## src/hw/rtl/serial_angle_pair_to_servo_pulse_assert.svh

```systemverilog
// Assertion macros for the serial angle pair block.
`ifndef SERIAL_ANGLE_PAIR_TO_SERVO_PULSE_ASSERT_SVH
`define SERIAL_ANGLE_PAIR_TO_SERVO_PULSE_ASSERT_SVH

`ifndef ASSERT_OFF
`define SAP_ASSERT_ALWAYS(label, cond) \
  label: assert property (@(posedge clk) disable iff (rst) (cond)) \
    else $error("assertion failed");
`define SAP_ASSERT_IMPLIES(label, ante, cons) \
  label: assert property (@(posedge clk) disable iff (rst) (ante) |-> (cons)) \
    else $error("assertion failed");
`else
`define SAP_ASSERT_ALWAYS(label, cond)
`define SAP_ASSERT_IMPLIES(label, ante, cons)
`endif

`endif

```

## src/hw/rtl/sap_pkg.sv

```systemverilog
package sap_pkg;

  localparam int LineBufferBytes = 32;
  localparam int LenW = $clog2(LineBufferBytes);
  localparam logic [LenW-1:0] LineMaxLen = LenW'(LineBufferBytes - 1);

  localparam int QueueDepth = 4;
  localparam int QueueAw = $clog2(QueueDepth);

  localparam int CfgW = 15;
  localparam int AngleW = 8;
  localparam int PulseW = 16;
  localparam int ProdW = CfgW + AngleW;
  localparam int RecipW = 24;
  localparam int DivShift = 31;
  localparam logic [RecipW-1:0] Recip180 = 24'd11930465;

  localparam logic [7:0] ChNewline = 8'd10;
  localparam logic [7:0] ChSpace = 8'd32;
  localparam logic [7:0] ChTab = 8'd9;
  localparam logic [7:0] ChCr = 8'd13;
  localparam logic [7:0] ChPlus = 8'd43;
  localparam logic [7:0] ChMinus = 8'd45;
  localparam logic [7:0] ChComma = 8'd44;
  localparam logic [7:0] ChZero = 8'd48;
  localparam logic [7:0] ChNine = 8'd57;

  localparam logic [AngleW-1:0] AngleMax = 8'd180;
  localparam logic [AngleW-1:0] AngleReset = 8'd90;
  localparam logic [PulseW-1:0] PulseReset = 16'd1500;
  localparam logic [CfgW-1:0] PulseMinReset = 15'd500;
  localparam logic [CfgW-1:0] PulseSpanReset = 15'd2000;

  localparam logic [1:0] CFG_PULSE_MIN = 2'd0;
  localparam logic [1:0] CFG_PULSE_SPAN = 2'd1;

  typedef enum logic [1:0] {
    ST_OK = 2'd0,
    ST_MALFORMED = 2'd1,
    ST_RANGE = 2'd2
  } status_t;

  typedef enum logic [2:0] {
    PH_SKIP1,
    PH_SIGN1,
    PH_DIG1,
    PH_SKIP2,
    PH_SIGN2,
    PH_DIG2,
    PH_DONE,
    PH_FAIL
  } phase_t;

  typedef struct packed {
    status_t status;
    logic [AngleW-1:0] pan;
    logic [AngleW-1:0] tilt;
  } line_rec_t;

  function automatic logic [PulseW-1:0] div180(input logic [ProdW-1:0] x);
    logic [ProdW+RecipW-1:0] p;
    p = (ProdW+RecipW)'(x) * (ProdW+RecipW)'(Recip180);
    return p[DivShift +: PulseW];
  endfunction

endpackage

```

## src/hw/rtl/sap_front.sv

```systemverilog
module sap_front (
  input  logic               clk,
  input  logic               rst,
  input  logic               rx_valid,
  input  logic [7:0]         rx_byte,
  output logic               rx_ready,
  input  logic               full,
  output logic               push,
  output sap_pkg::line_rec_t rec
);
  import sap_pkg::*;

  phase_t phase, phase_next;
  logic [LenW-1:0] len, len_next;
  logic [AngleW-1:0] mag1, mag1_next, mag2, mag2_next;
  logic neg1, neg1_next, neg2, neg2_next;
  logic is_nl, is_space, is_digit, is_sign;
  logic [3:0] dval;

  function automatic logic [AngleW-1:0] add_digit(input logic [AngleW-1:0] mag,
                                                  input logic [3:0] d);
    logic [11:0] v;
    v = 12'(mag) * 12'd10 + 12'(d);
    return (v > 12'd255) ? 8'd255 : v[AngleW-1:0];
  endfunction

  function automatic logic angle_ok(input logic [AngleW-1:0] mag, input logic neg);
    return (mag == '0) || (!neg && mag <= AngleMax);
  endfunction

  assign rx_ready = !full;
  assign is_nl = (rx_byte == ChNewline);
  assign is_space = (rx_byte == ChSpace) || (rx_byte >= ChTab && rx_byte <= ChCr);
  assign is_digit = (rx_byte >= ChZero) && (rx_byte <= ChNine);
  assign is_sign = (rx_byte == ChPlus) || (rx_byte == ChMinus);
  assign dval = rx_byte[3:0];

  always_ff @(posedge clk) begin
    if (rst) begin
      phase <= PH_SKIP1;
      len <= '0;
      mag1 <= '0;
      mag2 <= '0;
      neg1 <= 1'b0;
      neg2 <= 1'b0;
    end else begin
      phase <= phase_next;
      len <= len_next;
      mag1 <= mag1_next;
      mag2 <= mag2_next;
      neg1 <= neg1_next;
      neg2 <= neg2_next;
    end
  end

  always_comb begin
    phase_next = phase;
    len_next = len;
    mag1_next = mag1;
    mag2_next = mag2;
    neg1_next = neg1;
    neg2_next = neg2;
    push = 1'b0;
    rec.pan = mag1;
    rec.tilt = mag2;
    if (phase != PH_DIG2 && phase != PH_DONE) begin
      rec.status = ST_MALFORMED;
    end else if (!angle_ok(mag1, neg1) || !angle_ok(mag2, neg2)) begin
      rec.status = ST_RANGE;
    end else begin
      rec.status = ST_OK;
    end
    if (rx_valid && rx_ready) begin
      if (is_nl || len == LineMaxLen) begin
        // end of line: push the record and restart; overflow: drop the partial line
        push = is_nl;
        phase_next = PH_SKIP1;
        len_next = '0;
        mag1_next = '0;
        mag2_next = '0;
        neg1_next = 1'b0;
        neg2_next = 1'b0;
      end else begin
        len_next = len + 1'b1;
        case (phase)
          PH_SKIP1: begin
            if (!is_space) begin
              if (is_sign) begin
                neg1_next = (rx_byte == ChMinus);
                phase_next = PH_SIGN1;
              end else if (is_digit) begin
                mag1_next = add_digit('0, dval);
                phase_next = PH_DIG1;
              end else begin
                phase_next = PH_FAIL;
              end
            end
          end
          PH_SIGN1: begin
            if (is_digit) begin
              mag1_next = add_digit('0, dval);
              phase_next = PH_DIG1;
            end else begin
              phase_next = PH_FAIL;
            end
          end
          PH_DIG1: begin
            if (is_digit) begin
              mag1_next = add_digit(mag1, dval);
            end else if (rx_byte == ChComma) begin
              phase_next = PH_SKIP2;
            end else begin
              phase_next = PH_FAIL;
            end
          end
          PH_SKIP2: begin
            if (!is_space) begin
              if (is_sign) begin
                neg2_next = (rx_byte == ChMinus);
                phase_next = PH_SIGN2;
              end else if (is_digit) begin
                mag2_next = add_digit('0, dval);
                phase_next = PH_DIG2;
              end else begin
                phase_next = PH_FAIL;
              end
            end
          end
          PH_SIGN2: begin
            if (is_digit) begin
              mag2_next = add_digit('0, dval);
              phase_next = PH_DIG2;
            end else begin
              phase_next = PH_FAIL;
            end
          end
          PH_DIG2: begin
            if (is_digit) begin
              mag2_next = add_digit(mag2, dval);
            end else begin
              phase_next = PH_DONE;
            end
          end
          default: begin
          end
        endcase
      end
    end
  end

endmodule

```

## src/hw/rtl/sap_queue.sv

```systemverilog
module sap_queue (
  input  logic               clk,
  input  logic               rst,
  input  logic               push,
  input  sap_pkg::line_rec_t push_rec,
  output logic               full,
  input  logic               pop,
  output sap_pkg::line_rec_t pop_rec,
  output logic               empty
);
  import sap_pkg::*;

  line_rec_t mem [QueueDepth];
  logic [QueueAw-1:0] wr, rd;
  logic [QueueAw:0] count;

  assign full = (count == (QueueAw+1)'(QueueDepth));
  assign empty = (count == '0);
  assign pop_rec = mem[rd];

  always_ff @(posedge clk) begin
    if (push) begin
      mem[wr] <= push_rec;
    end
  end

  always_ff @(posedge clk) begin
    if (rst) begin
      wr <= '0;
      rd <= '0;
      count <= '0;
    end else begin
      if (push) begin
        wr <= wr + 1'b1;
      end
      if (pop) begin
        rd <= rd + 1'b1;
      end
      if (push && !pop) begin
        count <= count + 1'b1;
      end else if (pop && !push) begin
        count <= count - 1'b1;
      end
    end
  end

endmodule

```

## src/hw/rtl/sap_back.sv

```systemverilog
module sap_back (
  input  logic                          clk,
  input  logic                          rst,
  input  logic                          empty,
  input  sap_pkg::line_rec_t            rec,
  output logic                          pop,
  input  logic [sap_pkg::CfgW-1:0]      pulse_min,
  input  logic [sap_pkg::CfgW-1:0]      pulse_span,
  output logic                          res_valid,
  input  logic                          res_ready,
  output logic [1:0]                    status,
  output logic [sap_pkg::AngleW-1:0]    pan_deg,
  output logic [sap_pkg::AngleW-1:0]    tilt_deg,
  output logic [sap_pkg::PulseW-1:0]    pan_pulse_us,
  output logic [sap_pkg::PulseW-1:0]    tilt_pulse_us
);
  import sap_pkg::*;

  logic en;
  logic a_valid, b_valid;
  status_t a_status, b_status;
  logic [AngleW-1:0] a_pan, a_tilt, b_pan, b_tilt;
  logic [ProdW-1:0] a_pan_prod, a_tilt_prod;
  logic [PulseW-1:0] b_pan_q, b_tilt_q;
  logic [AngleW-1:0] held_pan, held_tilt;
  logic [PulseW-1:0] held_pan_pulse, held_tilt_pulse;
  logic [PulseW-1:0] pan_pulse_next, tilt_pulse_next;
  logic take;

  assign en = !res_valid || res_ready;
  assign pop = en && !empty;
  assign take = b_valid && (b_status == ST_OK);
  assign pan_pulse_next = PulseW'(pulse_min) + b_pan_q;
  assign tilt_pulse_next = PulseW'(pulse_min) + b_tilt_q;

  always_ff @(posedge clk) begin
    if (en) begin
      a_status <= rec.status;
      a_pan <= rec.pan;
      a_tilt <= rec.tilt;
      a_pan_prod <= ProdW'(pulse_span) * ProdW'(rec.pan);
      a_tilt_prod <= ProdW'(pulse_span) * ProdW'(rec.tilt);
      b_status <= a_status;
      b_pan <= a_pan;
      b_tilt <= a_tilt;
      b_pan_q <= div180(a_pan_prod);
      b_tilt_q <= div180(a_tilt_prod);
      if (take) begin
        status <= ST_OK;
        pan_deg <= b_pan;
        tilt_deg <= b_tilt;
        pan_pulse_us <= pan_pulse_next;
        tilt_pulse_us <= tilt_pulse_next;
      end else begin
        status <= b_status;
        pan_deg <= held_pan;
        tilt_deg <= held_tilt;
        pan_pulse_us <= held_pan_pulse;
        tilt_pulse_us <= held_tilt_pulse;
      end
    end
  end

  always_ff @(posedge clk) begin
    if (rst) begin
      a_valid <= 1'b0;
      b_valid <= 1'b0;
      res_valid <= 1'b0;
      held_pan <= AngleReset;
      held_tilt <= AngleReset;
      held_pan_pulse <= PulseReset;
      held_tilt_pulse <= PulseReset;
    end else if (en) begin
      a_valid <= pop;
      b_valid <= a_valid;
      res_valid <= b_valid;
      if (take) begin
        held_pan <= b_pan;
        held_tilt <= b_tilt;
        held_pan_pulse <= pan_pulse_next;
        held_tilt_pulse <= tilt_pulse_next;
      end
    end
  end

endmodule

```

## src/hw/rtl/serial_angle_pair_to_servo_pulse.sv

```systemverilog
// Serial "pan,tilt" command parser with servo pulse width output.
// rx channel (rx_valid/rx_ready/rx_byte): one received byte per transfer,
// up to one per cycle. Non-newline bytes update the line parser and give
// no result; a newline closes the line and yields exactly one result.
// res channel (res_valid/res_ready): status plus the angles and pulse
// widths in force after that line. Pulse = min + span*angle/180.
// cfg channel (cfg_valid/cfg_ready/cfg_index/cfg_data): index 0 writes the
// minimum pulse, index 1 the span; other indexes are ignored. Always ready.
// A result passes the queue, the multiply and reciprocal divide registers and
// the output register before res_valid. Throughput: one byte per cycle while
// rx_ready holds, one result per cycle when res_ready holds.
// A four-entry line queue sits between parser and pulse pipeline; when the
// receiver stalls the pipeline holds, the queue fills, and rx_ready drops
// only once four more lines are waiting.
// Reset: angles 90, pulses 1500 us, min 500 us, span 2000 us, parser at
// start of line.
`include "serial_angle_pair_to_servo_pulse_assert.svh"

module serial_angle_pair_to_servo_pulse (
  input  logic                       clk,
  input  logic                       rst,
  input  logic                       rx_valid,
  output logic                       rx_ready,
  input  logic [7:0]                 rx_byte,
  output logic                       res_valid,
  input  logic                       res_ready,
  output logic [1:0]                 status,
  output logic [sap_pkg::AngleW-1:0] pan_deg,
  output logic [sap_pkg::AngleW-1:0] tilt_deg,
  output logic [sap_pkg::PulseW-1:0] pan_pulse_us,
  output logic [sap_pkg::PulseW-1:0] tilt_pulse_us,
  input  logic                       cfg_valid,
  output logic                       cfg_ready,
  input  logic [1:0]                 cfg_index,
  input  logic [sap_pkg::CfgW-1:0]   cfg_data
);
  import sap_pkg::*;

  logic [CfgW-1:0] pulse_min, pulse_span;
  logic q_full, q_empty, q_push, q_pop;
  line_rec_t push_rec, pop_rec;

  assign cfg_ready = 1'b1;

  always_ff @(posedge clk) begin
    if (rst) begin
      pulse_min <= PulseMinReset;
      pulse_span <= PulseSpanReset;
    end else if (cfg_valid && cfg_ready) begin
      case (cfg_index)
        CFG_PULSE_MIN: pulse_min <= cfg_data;
        CFG_PULSE_SPAN: pulse_span <= cfg_data;
        default: begin
        end
      endcase
    end
  end

  sap_front u_front (
    .clk      (clk),
    .rst      (rst),
    .rx_valid (rx_valid),
    .rx_byte  (rx_byte),
    .rx_ready (rx_ready),
    .full     (q_full),
    .push     (q_push),
    .rec      (push_rec)
  );

  sap_queue u_queue (
    .clk      (clk),
    .rst      (rst),
    .push     (q_push),
    .push_rec (push_rec),
    .full     (q_full),
    .pop      (q_pop),
    .pop_rec  (pop_rec),
    .empty    (q_empty)
  );

  sap_back u_back (
    .clk           (clk),
    .rst           (rst),
    .empty         (q_empty),
    .rec           (pop_rec),
    .pop           (q_pop),
    .pulse_min     (pulse_min),
    .pulse_span    (pulse_span),
    .res_valid     (res_valid),
    .res_ready     (res_ready),
    .status        (status),
    .pan_deg       (pan_deg),
    .tilt_deg      (tilt_deg),
    .pan_pulse_us  (pan_pulse_us),
    .tilt_pulse_us (tilt_pulse_us)
  );

  `SAP_ASSERT_IMPLIES(a_status_code, res_valid, status <= ST_RANGE)
  `SAP_ASSERT_IMPLIES(a_angle_range, res_valid, pan_deg <= AngleMax && tilt_deg <= AngleMax)
  `SAP_ASSERT_IMPLIES(a_no_push_full, q_full, !q_push)

endmodule
```

## config.mk

```make
export PLATFORM = sky130hd
export DESIGN_NAME = serial_angle_pair_to_servo_pulse
export DESIGN_NICKNAME = d
export VERILOG_FILES = /design/src/hw/rtl/sap_pkg.sv /design/src/hw/rtl/sap_front.sv /design/src/hw/rtl/sap_queue.sv /design/src/hw/rtl/sap_back.sv /design/src/hw/rtl/serial_angle_pair_to_servo_pulse.sv
export VERILOG_INCLUDE_DIRS = /design/src /design/src/hw/rtl
export SDC_FILE = /design/constraint.sdc
export NUM_CORES = 2
export LEC_CHECK = 0
export ABC_CLOCK_PERIOD_IN_PS = 8500
export BUFFER_PORTS_ARGS = -buffer_cell sky130_fd_sc_hd__clkbuf_2
export CORE_MARGIN = 2
export CORE_UTILIZATION = 65
export CTS_BUF_LIST = sky130_fd_sc_hd__clkbuf_16
export CTS_CLUSTER_DIAMETER = 40
export DETAILED_ROUTE_END_ITERATION = 16
export MAX_ROUTING_LAYER = met4
export PLACE_DENSITY_LB_ADDON = 0.2
export SLEW_MARGIN = 20
export SYNTH_ARGS = -nofsm -noshare
export SYNTH_HDL_FRONTEND = slang
export SYNTH_HIERARCHICAL = 1
export SYNTH_SLANG_ARGS = --single-unit
```

## constraint.sdc

```tcl
create_clock -name clk -period 8.5 [get_ports clk]
set_clock_uncertainty 0.15 [all_clocks]
set_input_delay 1.7 -clock clk [delete_from_list [all_inputs] [get_ports clk]]
set_output_delay 1.7 -clock clk [all_outputs]
set_load 0.02 [all_outputs]
```

After elaboration in Yosys (flattened, before gate mapping)
Memories as Yosys holds them, arrays and structs flattened. A register that Yosys moved wholly into a read port is not among the register bits.
Index checks and enable logic that the tools add are counted.
{ "op_classes": {"n_reduce_logical": 46, "eq_ne": 24, "n_mux": 47, "n_mul": 6, "order_cmp": 9, "add_sub_neg": 9} }
{ "ops": {"columns": ["op", "n"], "rows": [
  ["2-to-1 mux 8 bit", 15],
  ["multiplier 23 x 24 -> 47 bit (second input constant)", 2],
  ["case mux 8 bit (3 select lines)", 2],
  ["multiplier 15 x 8 -> 23 bit", 2],
  ["2-to-1 mux 3 bit", 11],
  ["adder 15 x 16 -> 16 bit", 2],
  ["equality test 8 x 6 -> 1 bit (second input constant)", 4],
  ["2-to-1 mux 16 bit", 2],
  ["adder 12 x 4 -> 12 bit", 2],
  ["> comparator 12 x 8 -> 1 bit (second input constant)", 2],
  ["inequality test 3 bit (second input constant)", 8],
  ["multiplier 8 x 3 -> 11 bit (second input constant)", 2],
  ["case mux 3 bit (6 select lines)", 1],
  ["<= comparator 8 bit (second input constant)", 2],
  ["logical NOT 8 bit", 2],
  ["logical AND 1 bit", 10],
  ["2-to-1 mux 1 bit", 10],
  ["2-to-1 mux 2 bit", 5],
  ["AND reduction 5 bit", 2],
  ["equality test 3 bit (second input constant)", 3],
  ["logical NOT 1 bit", 9],
  ["equality test 8 x 4 -> 1 bit (second input constant)", 1],
  [">= comparator 8 x 4 -> 1 bit (second input constant)", 1],
  [">= comparator 8 x 6 -> 1 bit (second input constant)", 1],
  ["other kinds (23)", 40]
]} }
{ "totals": {"register_bits": 278, "mem_count": 1, "elab_cells": 175, "mem_bits_rw": 72} }
{ "memory_table": {"columns": ["name", "words", "word_bits", "read_ports", "rd_ports_with_merged_regs", "write_ports", "line_no", "source"], "rows": [
  ["u_queue.mem", 4, 18, 1, 1, 1, "sap_queue.sv:13", "line_rec_t mem [QueueDepth];"]
]} }

Depth between registers and ports, before layout
{ "logic_depth": {"depth_word": 8, "mapped_depth": 23, "depth_no_buf": 23} }

By module
The synthesis kept the hierarchy.
{ "by_module_without_submodules": {"columns": ["module", "seq_area_each_um2", "area_per_inst_um2", "n_inst", "cells_each"], "rows": [
  ["sap_back", 5945.7, 29555.8, 1, 2912],
  ["sap_queue", 2342.2, 3067.9, 1, 138],
  ["sap_front", 520.5, 2571.2, 1, 322],
  ["serial_angle_pair_to_servo_pulse", 600.6, 1248.7, 1, 124]
]} }

Worst setup path before layout
OpenSTA, ideal clock, no wires.
{ "synth_path": {"path_kind": "input -> register", "from": "input port res_ready", "to": "register u_back.a_pan[0], enable pin", "path_slack_ns": 1.090, "n_path_buf": 2, "t_required_ns": 7.758, "t_arrival_ns": 6.668, "cell_stages": 4, "cell_sequence": "nor2b_1 -> clkbuf_1 -> inv_1 -> clkbuf_1"} }
{ "synth_via": {"elab_chain_cells": 1} }
{ "synth_lines": {"columns": ["element", "line_no", "source"], "rows": [
  ["from (decl)", "serial_angle_pair_to_servo_pulse.sv:26", "input logic res_ready,"],
  ["logical OR 1 bit", "sap_back.sv:30", "assign en = !res_valid || res_ready;"],
  ["to (signal assigned)", "sap_back.sv:39", "a_pan <= rec.pan;"],
  ["to (decl)", "sap_back.sv:22", "logic [AngleW-1:0] a_pan, a_tilt, b_pan, b_tilt;"]
]} }
No other way between the ends.
A chain may end at the register's enable or synchronous reset.

==> flow_summary.yaml <==
cts:
  cts.path.max_buffers: 3
  clockRootBuffer: "clkbuf_16"
  cts.sinks: 352
  cts_buffers: 53
  post_cts_buffers: 0
  cts_resized: 0
  hold_buffers: 0
  htreeDepth: 2
  clk_pin_slew_worst_paths_ps: 60
  cts_tree: "built"
  clock_latency_ps: 620
timing:
  max_freq_mhz: 140.9
  period_minus_slack_ps: 7098
  relSlewSlack_pct: 28.03
  setup_violations: 0
  tns_ps: 0
  hold_viol_final: 0
  whs_ps: 268.6
  rsz0062_at_grt: "false"
  tightest_slew_ps: 1078
  slew_violations: 0
  post-route-period-util_pct: 83.51
grt:
  grt_pass1_vias: 26723
  grt_max_degree: 136
  grt_pass1_wl_um: 139500
  grt_use_total_pct: 32.00
  grt_overflow: 0
  antenna_found_initial: 2
floorplan:
  initial_utilization_pct: 65.89
  die_x_um: 240.8
  boundaryPins: 83
  die_y_um: 240.8
  placeableCoreArea_mm2: 0.05531
  dieArea_mm2: 0.05798
  rows: 86
placement:
  hpwl_um: 69020
  place_congestion: 0.9606
  io_buffers: 81
setup_path:
  crit_top_cell: "fa_1"
  worstPathRequired_ps: 8660
  cp-end-kind: "flip-flop"
  cp.arrival_ps: 7260
  path_class: "flip-flop to flip-flop"
  crit_chain: "buf_4 > mux4_1 > nand2_1 > fa_1 > fa_1 > inv_1 > fa_1 > fa_1 > ha_1 > a21boi_1 > o311a_1 > o31ai_1 > o21a_1 > nor2_1 > a311oi_1"
  critPathMaxFanout: 16
  critical-path-max-stage-delay_ps: 980
  ff2ff_path_depth: 15
  startpoint_type: "flip-flop"
  cpMaxStageDelayCell: "mux4_1"
finish:
  top_regs: "u_queue/mem: 72 flops, u_back/a_pan_prod: 23 flops, u_back/a_tilt_prod: 23 flops"
  fillCellCount: 4131
  syn_to_final_growth_pct: 7.749
  nNetsFinal: 4560
  regMostFlops: "u_queue/mem"
  largest_reg_flops: 72
  multi_input_area_mm2: 0.02440
  seqCellArea_mm2: 0.009409
  drive_above_1_share_pct: 6.255
yosys:
  yosys-top-cells-area: "fa_1, edfxtp_1, ha_1"
  yosys_register_bits: 352
  netlist_area_mm2: 0.03644
  yosysTopAreaCell: "fa_1"
  synthFlopType: "edfxtp_1"
  yosys_warnings: 6
  syn_avg_cell_area_um2: 10.42
  syn_nets: 4504
  ys_seq_area_share_pct: 25.82
  synth_edf_count: 236
  synthCells: 3496
  synth_cell_type_count: 88
  yosys.area.top_type_share_pct: 22.96
  synth_common_cells: "inv_1, ha_1, fa_1, nand2_1, edfxtp_1"
  synth.most_common_cell: "inv_1"
  async_flop_share_pct: 0
drt:
  drtAntennaViolNets: 0
  dr.pass1.iters: 6
  drt_iter0_drc: 1526
  post-route-drc-count: 0
  vias: 25064
  drt_wl_total_um: 86090
  viasPerCell: 5.766
  wire_per_inst_um: 19.80
run:
  drv_cap: 0
min_path:
  hold_class: "flip-flop to flip-flop"
  min_path_cells: 0
status:
  status: "finished, final reports clean"
-- through the flow --
stage | worst slack, ps | cell area (um^2) | utilization (%) | std cells
2_1_floorplan | 1090 | 36440 | - | 3496
3_5_place_dp | 1440 | 37470 | 67.75 | 4245
4_1_cts | 1346 | 39260 | 70.99 | 4345
6_report | 1402 | 39270 | 71.00 | 4347
3_3_place_gp | 1516 | 37460 | 67.74 | 4245
5_1_grt | 1108 | 39270 | 70.99 | 4346
-- critical path: cells and delay by family (launching register included) --
family                   cells  cell delay (ps)
adder cells (fa/ha/maj)      5             2480
AO/OA/AOI/OAI                5             1740
multiplexers                 1              980
flip-flops                   1              750
buffers and inverters        2              400
AND/OR/NAND/NOR              2              280
-- routing by layer --
metal,wire (um),track usage (%),up-vias
li1,-,-,11720
met1,35840,39.74,12409
met2,42500,53.57,732
met3,4362,4.415,203
met4,3385,12.07,0
met5,0,-,-
-- cells by family (layout without fill, tap and decap cells) --
| group | Yosys count | after routing | share of synthesized area, % |
|---|---|---|---|
| adder cells (fa/ha/maj) | 980 | 980 | 42.24 |
| AND/OR/NAND/NOR | 870 | 870 | 11.60 |
| buffers and inverters | 688 | 789 | 7.268 |
| AO/OA/AOI/OAI | 418 | 418 | 7.663 |
| flip-flops | 352 | 352 | 25.82 |
| XOR/XNOR | 129 | 129 | 3.100 |
| multiplexers | 58 | 58 | 2.293 |
| other | 1 | 3 | 0.01029 |
-- final cells by class --
class	instances	area share [%]
Sequential cell	352	23.96
Tap cell	748	2.383
Clock inverter	47	1.185
Clock buffer	53	3.378
Inverter	601	5.764
Multi-Input combinational cell	2456	62.14
Antenna cell	2	0.01275
Timing Repair Buffer	88	1.173
-- layout by cell type, fill, tap and decap left out, drive strengths merged, types with 8 or more instances in the layout --
cell type | synthesis | routed
o21ai | 97 | 97
clkbuf | 69 | 133
nand4 | 17 | 17
nor2b | 23 | 23
nor3 | 40 | 40
and2 | 131 | 131
fa | 418 | 418
nor2 | 159 | 159
buf | 17 | 8
o21a | 13 | 13
nand2 | 332 | 332
xnor2 | 71 | 71
a31oi | 13 | 13
or2 | 8 | 8
mux2i | 40 | 40
a21o | 56 | 56
ha | 560 | 560
and3 | 15 | 15
inv | 601 | 623
edfxtp | 236 | 236
nand2b | 47 | 47
a21boi | 8 | 8
a21oi | 120 | 120
nor4 | 10 | 10
clkinv | 0 | 15
o211ai | 16 | 16
or3 | 17 | 17
nand3 | 41 | 41
dfxtp | 116 | 116
mux4 | 18 | 18
o21bai | 10 | 10
o31ai | 15 | 15
xor2 | 58 | 58
a211oi | 14 | 14
-- path summary, 6_finish.rpt --
path | slack, ps | from | end
worst max-delay path | 1400 | flip-flop | u_back/a_tilt_prod[22]
worst min-delay path | 270 | u_back/a_pan[7] | u_back/b_pan[7]
worst max register to register | 1400 | flip-flop | u_back/a_tilt_prod[22]
worst min register to register | 270 | u_back/a_pan[7] | u_back/b_pan[7]
Power is not shown: default switching activity piles up to over one toggle a cycle in this logic, so the estimate is an artifact.
